[src/assert_macros.svh]
// Assertion macros shared by the stack RTL.
`ifndef ASSERT_MACROS_SVH
`define ASSERT_MACROS_SVH

// Check a property on every rising clock edge outside reset.
`define ASSERT_CLK(label, prop, msg) \
    label: assert property (@(posedge clk) disable iff (!rst_n) (prop)) else $error(msg);

// Check that a trigger implies a condition in the same cycle.
`define ASSERT_IMPL(label, trig, cond, msg) \
    label: assert property (@(posedge clk) disable iff (!rst_n) (trig) |-> (cond)) \
        else $error(msg);

`endif

[src/bsws_pkg.sv]
// Shared constants and controller/datapath interface types for the stack.
package bsws_pkg;

    localparam int DEPTH  = 32;
    localparam int ADDR_W = (DEPTH > 1) ? $clog2(DEPTH) : 1;
    localparam int CNT_W  = $clog2(DEPTH + 1);
    localparam int DATA_W = 32;
    localparam int POS_W  = 6;
    localparam int CMD_W  = 3;
    localparam int STS_W  = 2;

    localparam logic [CMD_W-1:0] CMD_PUSH    = 3'd0;
    localparam logic [CMD_W-1:0] CMD_POP     = 3'd1;
    localparam logic [CMD_W-1:0] CMD_PEEK    = 3'd2;
    localparam logic [CMD_W-1:0] CMD_DISPLAY = 3'd3;
    localparam logic [CMD_W-1:0] CMD_SEARCH  = 3'd4;

    localparam logic [STS_W-1:0] STS_OK       = 2'd0;
    localparam logic [STS_W-1:0] STS_FULL     = 2'd1;
    localparam logic [STS_W-1:0] STS_EMPTY    = 2'd2;
    localparam logic [STS_W-1:0] STS_NOTFOUND = 2'd3;

    typedef struct packed {
        logic             load;
        logic             mem_write;
        logic             fill_inc;
        logic             fill_dec;
        logic             idx_load;
        logic             idx_dec;
        logic             emit;
        logic [STS_W-1:0] emit_status;
        logic             emit_data;
        logic             emit_pos;
        logic             emit_last;
    } bsws_cmd_t;

    typedef struct packed {
        logic [CMD_W-1:0] cmd;
        logic             full;
        logic             empty;
        logic             idx_zero;
        logic             match;
        logic             slot_free;
    } bsws_status_t;

endpackage

[src/bsws_datapath.sv]
// Datapath: stack memory, fill count, scan index, request latch and result register.
module bsws_datapath
    import bsws_pkg::*;
(
    input  logic              clk,
    input  logic              rst_n,
    input  bsws_cmd_t         ctl,
    output bsws_status_t      sts,
    input  logic [CMD_W-1:0]  in_cmd,
    input  logic [DATA_W-1:0] in_value,
    input  logic              out_ready,
    output logic              out_valid,
    output logic [STS_W-1:0]  out_status,
    output logic [DATA_W-1:0] out_data,
    output logic [POS_W-1:0]  out_pos,
    output logic              out_last
);

    localparam logic [CNT_W-1:0] DEPTH_CNT = CNT_W'(DEPTH);

    logic [DATA_W-1:0] mem [DEPTH];
    logic [DATA_W-1:0] rdata_reg;
    logic [CMD_W-1:0]  cmd_reg;
    logic [DATA_W-1:0] val_reg;
    logic [CNT_W-1:0]  fill_reg;
    logic [CNT_W-1:0]  fill_next;
    logic [ADDR_W-1:0] idx_reg;
    logic [ADDR_W-1:0] idx_next;
    logic [CNT_W-1:0]  fill_m1;
    logic [ADDR_W:0]   pos_full;
    logic              out_valid_reg;
    logic              out_valid_next;
    logic [STS_W-1:0]  out_status_reg;
    logic [DATA_W-1:0] out_data_reg;
    logic [POS_W-1:0]  out_pos_reg;
    logic              out_last_reg;

    assign fill_m1  = fill_reg - CNT_W'(1);
    assign pos_full = {1'b0, idx_reg} + (ADDR_W + 1)'(1);

    always_ff @(posedge clk)
    begin
        if (ctl.mem_write)
        begin
            mem[fill_reg[ADDR_W-1:0]] <= val_reg;
        end
        rdata_reg <= mem[idx_reg];
    end

    always_ff @(posedge clk)
    begin
        if (ctl.load)
        begin
            cmd_reg <= in_cmd;
            val_reg <= in_value;
        end
    end

    always_comb
    begin
        fill_next = fill_reg;
        if (ctl.fill_inc)
        begin
            fill_next = fill_reg + CNT_W'(1);
        end
        else if (ctl.fill_dec)
        begin
            fill_next = fill_m1;
        end
        idx_next = idx_reg;
        if (ctl.idx_load)
        begin
            idx_next = fill_m1[ADDR_W-1:0];
        end
        else if (ctl.idx_dec)
        begin
            idx_next = idx_reg - ADDR_W'(1);
        end
        out_valid_next = out_valid_reg;
        if (ctl.emit)
        begin
            out_valid_next = 1'b1;
        end
        else if (out_ready)
        begin
            out_valid_next = 1'b0;
        end
    end

    always_ff @(posedge clk or negedge rst_n)
    begin
        if (!rst_n)
        begin
            fill_reg      <= '0;
            idx_reg       <= '0;
            out_valid_reg <= 1'b0;
        end
        else
        begin
            fill_reg      <= fill_next;
            idx_reg       <= idx_next;
            out_valid_reg <= out_valid_next;
        end
    end

    always_ff @(posedge clk)
    begin
        if (ctl.emit)
        begin
            out_status_reg <= ctl.emit_status;
            out_data_reg   <= ctl.emit_data ? rdata_reg : '0;
            out_pos_reg    <= ctl.emit_pos ? POS_W'(pos_full) : '0;
            out_last_reg   <= ctl.emit_last;
        end
    end

    assign sts.cmd       = cmd_reg;
    assign sts.full      = (fill_reg == DEPTH_CNT);
    assign sts.empty     = (fill_reg == '0);
    assign sts.idx_zero  = (idx_reg == '0);
    assign sts.match     = (rdata_reg == val_reg);
    assign sts.slot_free = !out_valid_reg || out_ready;

    assign out_valid  = out_valid_reg;
    assign out_status = out_status_reg;
    assign out_data   = out_data_reg;
    assign out_pos    = out_pos_reg;
    assign out_last   = out_last_reg;

endmodule

[src/bsws_controller.sv]
// Controller: sequences each request through the datapath.
module bsws_controller
    import bsws_pkg::*;
(
    input  logic         clk,
    input  logic         rst_n,
    input  logic         in_valid,
    output logic         in_ready,
    input  bsws_status_t sts,
    output bsws_cmd_t    ctl
);

    localparam logic [1:0] S_IDLE = 2'd0;
    localparam logic [1:0] S_EXEC = 2'd1;
    localparam logic [1:0] S_RD   = 2'd2;
    localparam logic [1:0] S_EV   = 2'd3;

    logic [1:0] state_reg;
    logic [1:0] state_next;

    assign in_ready = (state_reg == S_IDLE);

    always_comb
    begin
        state_next = state_reg;
        ctl        = '0;
        case (state_reg)
            S_IDLE:
            begin
                if (in_valid)
                begin
                    ctl.load   = 1'b1;
                    state_next = S_EXEC;
                end
            end
            S_EXEC:
            begin
                if (!(sts.cmd inside {[CMD_PUSH:CMD_SEARCH]}))
                begin
                    state_next = S_IDLE;
                end
                else if (sts.cmd == CMD_PUSH)
                begin
                    if (sts.slot_free)
                    begin
                        ctl.emit        = 1'b1;
                        ctl.emit_last   = 1'b1;
                        ctl.emit_status = sts.full ? STS_FULL : STS_OK;
                        ctl.mem_write   = !sts.full;
                        ctl.fill_inc    = !sts.full;
                        state_next      = S_IDLE;
                    end
                end
                else if (sts.empty)
                begin
                    if (sts.slot_free)
                    begin
                        ctl.emit        = 1'b1;
                        ctl.emit_last   = 1'b1;
                        ctl.emit_status = STS_EMPTY;
                        state_next      = S_IDLE;
                    end
                end
                else
                begin
                    ctl.idx_load = 1'b1;
                    state_next   = S_RD;
                end
            end
            S_RD:
            begin
                state_next = S_EV;
            end
            S_EV:
            begin
                case (sts.cmd)
                    CMD_POP, CMD_PEEK:
                    begin
                        if (sts.slot_free)
                        begin
                            ctl.emit        = 1'b1;
                            ctl.emit_last   = 1'b1;
                            ctl.emit_data   = 1'b1;
                            ctl.emit_status = STS_OK;
                            ctl.fill_dec    = (sts.cmd == CMD_POP);
                            state_next      = S_IDLE;
                        end
                    end
                    CMD_DISPLAY:
                    begin
                        if (sts.slot_free)
                        begin
                            ctl.emit        = 1'b1;
                            ctl.emit_last   = sts.idx_zero;
                            ctl.emit_data   = 1'b1;
                            ctl.emit_status = STS_OK;
                            ctl.idx_dec     = !sts.idx_zero;
                            state_next      = sts.idx_zero ? S_IDLE : S_RD;
                        end
                    end
                    default:
                    begin
                        if (sts.match || sts.idx_zero)
                        begin
                            if (sts.slot_free)
                            begin
                                ctl.emit        = 1'b1;
                                ctl.emit_last   = 1'b1;
                                ctl.emit_pos    = sts.match;
                                ctl.emit_status = sts.match ? STS_OK : STS_NOTFOUND;
                                state_next      = S_IDLE;
                            end
                        end
                        else
                        begin
                            ctl.idx_dec = 1'b1;
                            state_next  = S_RD;
                        end
                    end
                endcase
            end
            default:
            begin
                state_next = S_IDLE;
            end
        endcase
    end

    always_ff @(posedge clk or negedge rst_n)
    begin
        if (!rst_n)
        begin
            state_reg <= S_IDLE;
        end
        else
        begin
            state_reg <= state_next;
        end
    end

endmodule

[src/bounded_stack_with_search.sv]
// Top level of the bounded stack with linear search.
//
// A LIFO of DEPTH (32) signed words. A request is taken only while the
// controller is idle; a result register sits on the output so the next request
// can be taken while a result still waits. Push and an empty-stack request
// finish in the execute state; unused command codes return to idle there with
// no result. Pop and peek go on through a read state and an evaluate state.
// Display and search walk the single read port of the stack memory from the
// top, entry by entry (address, then registered read); back-pressure stalls it.
module bounded_stack_with_search
    import bsws_pkg::*;
(
    input  logic        clk,
    input  logic        rst_n,
    input  logic        s_tvalid,
    output logic        s_tready,
    input  logic [31:0] s_tdata,   // [31:0] value
    input  logic [2:0]  s_tuser,   // [2:0] cmd
    output logic        m_tvalid,
    input  logic        m_tready,
    output logic [39:0] m_tdata,   // [31:0] data, [37:32] position, [39:38] zero
    output logic [1:0]  m_tuser,   // [1:0] status
    output logic        m_tlast
);

`include "assert_macros.svh"

    bsws_cmd_t         ctl;
    bsws_status_t      sts;
    logic [DATA_W-1:0] out_data;
    logic [POS_W-1:0]  out_pos;

    bsws_controller u_ctrl (
        .clk      (clk),
        .rst_n    (rst_n),
        .in_valid (s_tvalid),
        .in_ready (s_tready),
        .sts      (sts),
        .ctl      (ctl)
    );

    bsws_datapath u_dp (
        .clk        (clk),
        .rst_n      (rst_n),
        .ctl        (ctl),
        .sts        (sts),
        .in_cmd     (s_tuser),
        .in_value   (s_tdata),
        .out_ready  (m_tready),
        .out_valid  (m_tvalid),
        .out_status (m_tuser),
        .out_data   (out_data),
        .out_pos    (out_pos),
        .out_last   (m_tlast)
    );

    assign m_tdata = {2'b00, out_pos, out_data};

    `ASSERT_CLK(a_fill_sane, !(sts.full && sts.empty), "stack both full and empty")
    `ASSERT_IMPL(a_emit_free, ctl.emit, sts.slot_free, "result written over pending one")
    `ASSERT_IMPL(a_write_room, ctl.mem_write, !sts.full, "write into full stack")
    `ASSERT_IMPL(a_pop_nonempty, ctl.fill_dec, !sts.empty, "pop from empty stack")

endmodule

[config.mk]
export PLATFORM = sky130hd
export DESIGN_NAME = bounded_stack_with_search
export DESIGN_NICKNAME = d
export VERILOG_FILES = /design/src/bsws_pkg.sv /design/src/bsws_datapath.sv /design/src/bsws_controller.sv /design/src/bounded_stack_with_search.sv
export VERILOG_INCLUDE_DIRS = /design/src /design/src/src
export SDC_FILE = /design/constraint.sdc
export NUM_CORES = 1
export LEC_CHECK = 0
export BUFFER_PORTS_ARGS = -buffer_cell sky130_fd_sc_hd__buf_2
export CAP_MARGIN = 5
export CORE_UTILIZATION = 60
export CTS_BUF_LIST = sky130_fd_sc_hd__clkbuf_8
export CTS_CLUSTER_SIZE = 16
export DETAILED_ROUTE_END_ITERATION = 10
export PLACE_DENSITY = 0.77
export SETUP_SLACK_MARGIN = 0.15
export SLEW_MARGIN = 40
export SYNTH_ARGS = -nofsm -noshare
export SYNTH_HDL_FRONTEND = slang
export SYNTH_SLANG_ARGS = --single-unit
[constraint.sdc]
create_clock -name clk -period 13.05 [get_ports clk]
set_input_delay 1.305 -clock clk [delete_from_list [all_inputs] [get_ports clk]]
set_output_delay 1.305 -clock clk [all_outputs]
set_load 0.005 [all_outputs]
; ---- Yosys cells after proc, flatten, opt, wreduce, memory -nomap -nowiden
; Memory sizes are Yosys's and may differ from the RTL's. A register that Yosys moved wholly into a read port is not among the register bits.
; Cells that the tools add are included.
[word_totals]
register_bits = 90
latchBits = 0
ramBits = 1024
mem_bits_ro = 0
elab_cells = 102
n_memories = 1
[mem_list]
columns = name, words, width, rd, rd_ports_with_merged_regs, wr, line_no
row1 = u_dp.mem, 32, 32, 1, 1, 1, bsws_datapath.sv:21  ; logic [DATA_W-1:0] mem [DEPTH];
[classes]
n_addsub = 4
n_mul = 0
div = 0
n_lt_le_gt_ge = 2
eq_ne = 10
shifts = 0
n_mux = 59
bitwise_logic = 0
n_reduce_logical = 16
[ops]
columns = cell, n
row1 = equality test 32 bit, 1
row2 = two-way mux 2 bit, 16
row3 = two-way mux 1 bit, 22
row4 = two-way mux 3 bit, 7
row5 = two-way mux 5 bit, 3
row6 = two-way mux 6 bit, 2
row7 = case mux 3 bit (2 select lines), 2
row8 = case mux 1 bit (2 select lines), 4
row9 = case mux 2 bit (4 select lines), 1
row10 = "adder 5 x 1 -> 6 bit, second input constant", 1
row11 = "adder 6 x 1 -> 6 bit, second input constant", 1
row12 = "equality test 3 x 2 -> 1 bit, second input constant", 2
row13 = "equality test 6 bit, second input constant", 1
row14 = zero test 6 bit, 1
row15 = nonzero test 2 bit, 3
row16 = "subtractor 6 x 1 -> 6 bit, second input constant", 1
row17 = zero test 5 bit, 1
row18 = "subtractor 5 x 1 -> 5 bit, second input constant", 1
row19 = "equality test 2 bit, second input constant", 2
row20 = two-way mux 4 bit, 1
row21 = case mux 2 bit (2 select lines), 1
row22 = "equality test 3 x 1 -> 1 bit, second input constant", 1
row23 = ">= comparator 3 x 1 -> 1 bit, second input constant", 1
row24 = "<= comparator 3 bit, second input constant", 1
row25 = 11 further kinds, 14

; ---- Longest topological paths before layout
; Gate-level depths: netlist of the first run.
[depth]
word_depth = 8
depth_mapped = 10

; ---- By module
; Synthesis of the first run repeated with hierarchy kept, for this count alone.
[unflattened]
hier_cells = 2122
hier_area_um2 = 43894.6
[by_module_without_submodules]
columns = mod, n_inst, cells_each, area_each_um2, seq_area_each_um2
row1 = bsws_datapath, 1, 2078, 43556.8, 33972.6
row2 = bsws_controller, 1, 41, 319.1, 50.0
row3 = bounded_stack_with_search, 1, 3, 18.8, 0.0

; ---- Worst setup path before layout of the first run
; OpenSTA, ideal clock, no wires.
[synth_timing]
kind = reg-to-reg
start = register u_dp.fill_reg[0]
end = register u_dp.out_data_reg[0] (netlist: u_dp.out_data[0]) (enable)
setup_time_ps = 496
arrival_ps = 4545
required_time_ps = 12554
slack_ps = 8009
path_stages_with_launch = 8
path_buffers = 0
period_less_slack_ps = 5041
cell_sequence = dfrtp_1 > inv_1 > ha_1 > nor4b_1 > nor2b_1 > maj3_1 > nand2_1 > o21ai_0
[synth_rtl]
columns = item, line_no
row1 = "start, declared", bsws_datapath.sv:25  ; logic [CNT_W-1:0] fill_reg;
row2 = "start signal, assigned", bsws_datapath.sv:100  ; fill_reg <= fill_next;
row3 = "end signal, assigned", bsws_datapath.sv:111  ; out_data_reg <= ctl.emit_data ? rdata_reg : '0;
row4 = "end, declared", bsws_datapath.sv:34  ; logic [DATA_W-1:0] out_data_reg;

==> results of run 1 <==
[worst paths after layout]
kind                       depth (start not counted)                  to  slack [ps]        startpoint
setup / recovery                                   6  u_dp.rdata_reg[19]        8640   u_dp.idx_reg[1]
min in group clk                                   1    u_dp.fill_reg[5]         560  u_dp.fill_reg[5]
hold / removal                                     1    u_dp.fill_reg[4]         400             rst_n
hold reg to reg                                    1    u_dp.fill_reg[5]         560  u_dp.fill_reg[5]
setup reg to reg                                   6  u_dp.rdata_reg[19]        8640   u_dp.idx_reg[1]
max in group asynchronous                          1     u_dp.idx_reg[2]       12330             rst_n
[report_power, final]
group	internal, mW	total [mW]	switching (mW)
Clock	1.47	2.85	1.38
Combinational	1.22	2.35	1.13
Sequential	4.25	4.49	0.235
[stage by stage]
step / total power [mW] / utilization, % / std cells / setup WS, ps
CTS: 9.74 / 68.5 / 3177 / 8670
global route: 10.0 / 68.6 / 3182 / 8530
detailed placement: 6.91 / 63.8 / 2854 / 8210
global placement: 6.85 / 63.5 / 2840 / 7980
finish: 9.69 / 68.6 / 3182 / 8640
floorplan: 6.25 / - / 1834 / 8010
[Yosys cell counts, drive strengths merged (3+ instances only)]
master / count / area (µm²)
clkbuf: 55 / 206
nand4: 10 / 62.6
xnor2: 36 / 315
nand2: 19 / 71.3
inv: 7 / 26.3
mux4: 320 / 7210
mux2: 33 / 372
edfxtp: 1100 / 33000
buf: 33 / 223
or3: 3 / 18.8
nor4: 3 / 18.8
nor3: 4 / 20.0
o21ai: 6 / 30.0
o31ai: 3 / 22.5
a21oi: 5 / 25.0
dfrtp: 14 / 350
ha: 8 / 100
dfxtp: 32 / 641
and2: 34 / 213
nor2: 50 / 188
a211oi: 3 / 22.5
nand3: 12 / 60.1
nor2b: 5 / 31.3
nand3b: 5 / 37.5
xor2: 7 / 61.3
[layer usage]
metal | wire length (µm) | share of wire, % | GRT usage, %
met1 | 38700 | 38 | 40.6
met2 | 46700 | 46 | 41.5
met3 | 13100 | 13 | 9.16
met4 | 2640 | 2.6 | 9.23
met5 | 13 | 0.013 | 0
[kinds of logic (layout without fill, tap and decap cells)]
| logic type | count (synthesis) | after routing | share of synthesized area (%) |
|---|---|---|---|
| compound gates | 30 | 30 | 0.483 |
| xor+xnor | 43 | 43 | 0.865 |
| fa+ha+maj | 9 | 9 | 0.253 |
| buf+inv | 95 | 492 | 1.05 |
| flops | 1146 | 1146 | 78.1 |
| mux | 354 | 354 | 17.4 |
| other cells | 1 | 3 | 0.00861 |
| simple gates | 155 | 155 | 1.82 |
[final cells by class]
class	count	area share [%]
Inverter	7	0.0535
Sequential cell	1146	69.3
Clock inverter	137	1.67
Antenna cell	1	0.00510
Tap cell	950	2.42
Timing Repair Buffer	162	2.30
Multi-Input combinational cell	593	19.0
Clock buffer	186	5.21
[layout by cell type (no fill, tap or decap), types with 7 or more instances in the layout]
| cell type | Yosys | final |
|---|---|---|
| nor2_1 | 50 | 19 |
| clkinv_1 | 0 | 37 |
| inv_1 | 7 | 62 |
| mux2_2 | 32 | 32 |
| nand4_1 | 10 | 10 |
| buf_2 | 7 | 81 |
| xor2_1 | 7 | 7 |
| dfrtp_1 | 14 | 9 |
| buf_4 | 18 | 55 |
| nand2_1 | 19 | 19 |
| edfxtp_1 | 1100 | 1100 |
| xnor2_1 | 36 | 36 |
| nand3_1 | 12 | 12 |
| dfxtp_1 | 32 | 32 |
| bufinv_16 | 0 | 7 |
| ha_1 | 8 | 8 |
| inv_6 | 0 | 7 |
| buf_6 | 3 | 23 |
| mux4_2 | 320 | 320 |
| clkbuf_8 | 0 | 186 |
| clkinv_2 | 0 | 24 |
| nor2_4 | 0 | 31 |
| and2_1 | 33 | 32 |
[worst max-delay path: stages, from the launching register on]
cell,delay [ps]
dfrtp_4,980
buf_6,640
buf_6,650
buf_6,630
mux4_2,430
mux4_2,500
mux2_2,280
==> flow_summary.yaml, run 1 <==
route:
  routed-via-count: 21000
  drc: 0
  firstDrtPassIters: 5
  drt_iter0_drc: 2994
  wl_mm: 101
  detail-route-antenna-nets: 0
  viasPerCell: 6.58
  wl_per_cell_um: 31.8
logic_synthesis:
  synth.cell_area_um2: 43600
  ys_ff_latch: 1146
  synth_cells: 1833
  synth-async-reset-ratio_pct: 1.22
  synth_edf_count: 1100
  ys_types: 52
  synth_flop_cell: "edfxtp_1"
  yosys_warnings: 0
  ys_seq_area_share_pct: 78.1
  synth_area_per_cell_um2: 23.8
die:
  ios: 84
  dieHeight_um: 271
  row_count: 98
  die_width_um: 271
  start_util_pct: 60.8
  dieArea_um2: 73700
  core_area_um2: 71600
timing:
  worst_slew_pin_slew_ps: 853
  setup_viol: 0
  period_needed_ps: 4410
  relSlewSlack_pct: 43.0
  setup_tns_ps: 0
  skew_ps: 43.3
  finalCritPeriodShare_pct: 33.8
  fin_hold_ws_ps: 402
  max_freq_mhz: 227
  rsz0062_at_grt: "no"
  slew_violations: 0
  hold_viol: 0
layout:
  register_area_um2: 34000
  nets: 2130
  fillers: 4208
  syn_to_final_growth_pct: 12.7
  fin_area_um2: 49100
  largest_reg_flops: 1024
  drive_gt1_share_pct: 35.4
  multiInputGateArea_um2: 9350
job:
  cap_viol_max_count: 0
critical_path:
  worstPathRequired_ps: 13760
  cp.arrival_ps: 5120
  path_max_fanout: 71
  cp-end-kind: "register"
  critPathKind: "register to register"
  cp-start-kind: "register"
clocking:
  postCtsHoldBufs: 0
  cts_tree: "done"
  htreeDepth: 4
  clk_latency_ps: 830
  cts_root_buf: "clkbuf_8"
  cts_setup_buffers: 0
  cts_buffers: 173
  clock_sinks: 1146
  ctsResizeCount: 0
  clkTransAtPathRegs_ps: 70
  cts_buffer_depth: 3
status:
  status: "finished, final reports clean"
global_routing:
  grt_pass1_vias: 21300
  grt_remaining_overflow: 0
  grt_usage_pct: 28.2
  grt_antenna_before_repair: 3
  grt_pass1_wl_mm: 145
  grt_max_degree: 72
pwr:
  power.density_nw_per_um2: 197
  peakVddDrop_uv: 145
  p_leak_nw: 15.8
placement:
  gp_congestion: 0.843
  post_dp_cell_area_um2: 45700
  port_buffers: 81
  dpl.hpwl_mm: 53.3
worst_hold_path:
  hold_class: "primary input to async pin"
(Power assumes the default switching activity.)
==> run 2, diff against run 1 <==
--- a/config.mk
+++ b/config.mk
@@ -6,6 +6,7 @@
 export SDC_FILE = /design/constraint.sdc
 export NUM_CORES = 1
 export LEC_CHECK = 0
+export ABC_AREA = 1
 export BUFFER_PORTS_ARGS = -buffer_cell sky130_fd_sc_hd__buf_2
 export CAP_MARGIN = 5
 export CORE_UTILIZATION = 60
==> constraint.sdc (replaced) <==
create_clock -name clk -period 4.3 [get_ports clk]
set_input_delay 0.43 -clock clk [delete_from_list [all_inputs] [get_ports clk]]
set_output_delay 0.43 -clock clk [all_outputs]
set_load 0.005 [all_outputs]
==> run 2 against run 1 <==
Net effect: largest cell class unchanged; via count grew 43%; hold slack lost 340 ps; final cell count grew 47%; total power grew to 3.3 times the previous value; critical path depth grew 3; fmax grew 34%.
==> flow_summary.yaml, run 2 <==
die:
  die_width_um: 275
  row_count: 99
  ios: 84
  start_util_pct: 61.0
  dieHeight_um: 275
  core_area_um2: 73500
  dieArea_um2: 75800
clocking:
  clkTransAtPathRegs_ps: 70
  postCtsHoldBufs: 36
  cts_buffers: 173
  cts_root_buf: "clkbuf_8"
  clock_sinks: 1146
  cts_buffer_depth: 3
  clk_latency_ps: 820
  ctsResizeCount: 0
  htreeDepth: 4
  cts_tree: "done"
  cts_setup_buffers: 0
global_routing:
  grt_usage_pct: 33.1
  grt_antenna_before_repair: 2
  grt_max_degree: 190
  grt_pass1_vias: 28300
  grt_remaining_overflow: 0
  grt_pass1_wl_mm: 180
layout:
  final_common_cell: "edfxtp_1"
  fillers: 4855
  final_cell_mix: "edfxtp_1 (1,100), nor2_1 (553), o21ai_0 (395), nand2_1 (335), nand3_1 (184)"
  drive_gt1_share_pct: 12.4
  syn_to_final_growth_pct: 12.1
  fin_area_um2: 50200
  largest_reg_flops: 1024
  nets: 3626
logic_synthesis:
  yosysMostFrequentCell: "edfxtp_1"
  synth_compound_area_share_pct: 9.12
  synth_cells: 3400
  synth_area_per_cell_um2: 13.2
  synth_common_cells: "edfxtp_1 (1,100), nor2_1 (583), o21ai_0 (395)"
  synth_top_family_by_area: "simple AND/OR/NAND/NOR gates"
  synth_flop_cell: "edfxtp_1"
  synth.cell_area_um2: 44800
  synth_top_area_cell: "edfxtp_1"
  ys_types: 36
  synth_edf_count: 1100
  ys_ff_latch: 1146
  yosys.area_share.simple_pct: 10.8
  synthAdderAreaFrac_pct: 0.223
  ys_seq_area_share_pct: 75.9
  yosys_warnings: 0
  synth_xor_area_share_pct: 0.684
  yosysTopAreaCellShare_pct: 73.7
  synth_mux_area_share_pct: 0
  synth-async-reset-ratio_pct: 1.22
  synth.area.top_cells: "edfxtp_1 (74%), nor2_1 (4.9%), o21ai_0 (4.4%)"
critical_path:
  crit_chain: "inv_1 -> or2_0 -> nand2_1 -> nor2_1 -> nand2_1 -> inv_2 -> nand2_1 -> nor2_4 -> buf_4"
  critPathBufInv: 3
  max_stage_delay_ps: 700
  path_max_fanout: 18
  path_common_cell: "nand2_1"
  critPathKind: "register to register"
  slowest_stage: "nor2_4"
  worstPathRequired_ps: 4780
  path_delay_family: "simple AND/OR/NAND/NOR gates"
  cp.arrival_ps: 3780
  ff2ff_path_depth: 9
  cp-end-kind: "register"
  critical_path_depth: 9
  cp-start-kind: "register"
placement:
  gp_congestion: 0.912
  preCtsSetupSlack_ps: 980
  dpl.hpwl_mm: 70.1
  port_buffers: 81
  post_dp_cell_area_um2: 46600
route:
  wl_per_cell_um: 26.6
  drc: 0
  wl_mm: 124
  viasPerCell: 6.42
  detail-route-antenna-nets: 0
  routed-via-count: 30100
  drt_iter0_drc: 4921
  firstDrtPassIters: 6
timing:
  setup_viol: 0
  rsz0062_at_grt: "no"
  finalCritPeriodShare_pct: 76.7
  worst_slew_pin_slew_ps: 877
  skew_ps: 37.8
  max_freq_mhz: 303
  fin_ws_ps: 1000
  period_needed_ps: 3300
  setup_tns_ps: 0
  slew_violations: 0
  relSlewSlack_pct: 41.6
  hold_viol: 0
pwr:
  power.density_nw_per_um2: 630
  power.total_mw: 31.7
  p_leak_nw: 16.9
  peakVddDrop_uv: 457
status:
  status: "finished, final reports clean"
worst_hold_path:
  hold_class: "primary input to async pin"
job:
  cap_viol_max_count: 0
## run 2: path summary, 6_finish.rpt
| path | start | endpoint | slack, ps |
|---|---|---|---|
| setup / recovery | u_dp.out_valid | u_dp.mem[30][3] | 1000 |
| hold / removal | rst_n | u_dp.idx_reg[1] | 60 |
| setup reg to reg | u_dp.out_valid | u_dp.mem[30][3] | 1000 |
| hold reg to reg | u_dp.fill_reg[5] | u_dp.fill_reg[5] | 480 |
| max in group asynchronous | rst_n | u_dp.idx_reg[2] | 3930 |
| min in group clk | s_tvalid | u_ctrl.state_reg[0] | 100 |
## run 2: power breakdown
group	switching [mW]	internal [mW]
sequential	0.707	13.0
clock	4.16	4.20
combinational	6.95	2.67
## run 2: cells by family after synthesis
family / count (synthesis)
AOI/OAI and AO/OA: 728
xor gates and xnor gates: 35
adders and majority gates: 8
buffers and inverters: 300
DFF: 1146
other: 1
and+or+nand+nor: 1182
## run 2: through the flow
step	hold slack [ps]	utilization, %	cells
4_1_cts	11.4	68.3	4672
3_5_place_dp	359	63.4	4323
6_report	61.6	68.4	4679
5_1_grt	61.5	68.4	4677
2_1_floorplan	134	-	3401
3_3_place_gp	356	63.4	4320
## run 2: area by class of cell
type                    instances  area [µm²]  share of cell area [%]
inverters                      81         320                   0.637
well taps                     959        1200                    2.39
clock buffers                 180        2480                    4.93
multi-input cells            1955        9620                    19.1
diodes                          3        7.51                  0.0149
flip-flops and latches       1146       34000                    67.7
clock inverters               133         721                    1.43
repair buffers                222        1870                    3.72
## run 2: layer usage
metal	track usage [%]	wire, µm	vias to the layer above
li1	-	-	12900
met1	46.1	45000	14500
met2	49.2	56500	2348
met3	9.10	17900	311
met4	14.7	5050	0
met5	0	0	-
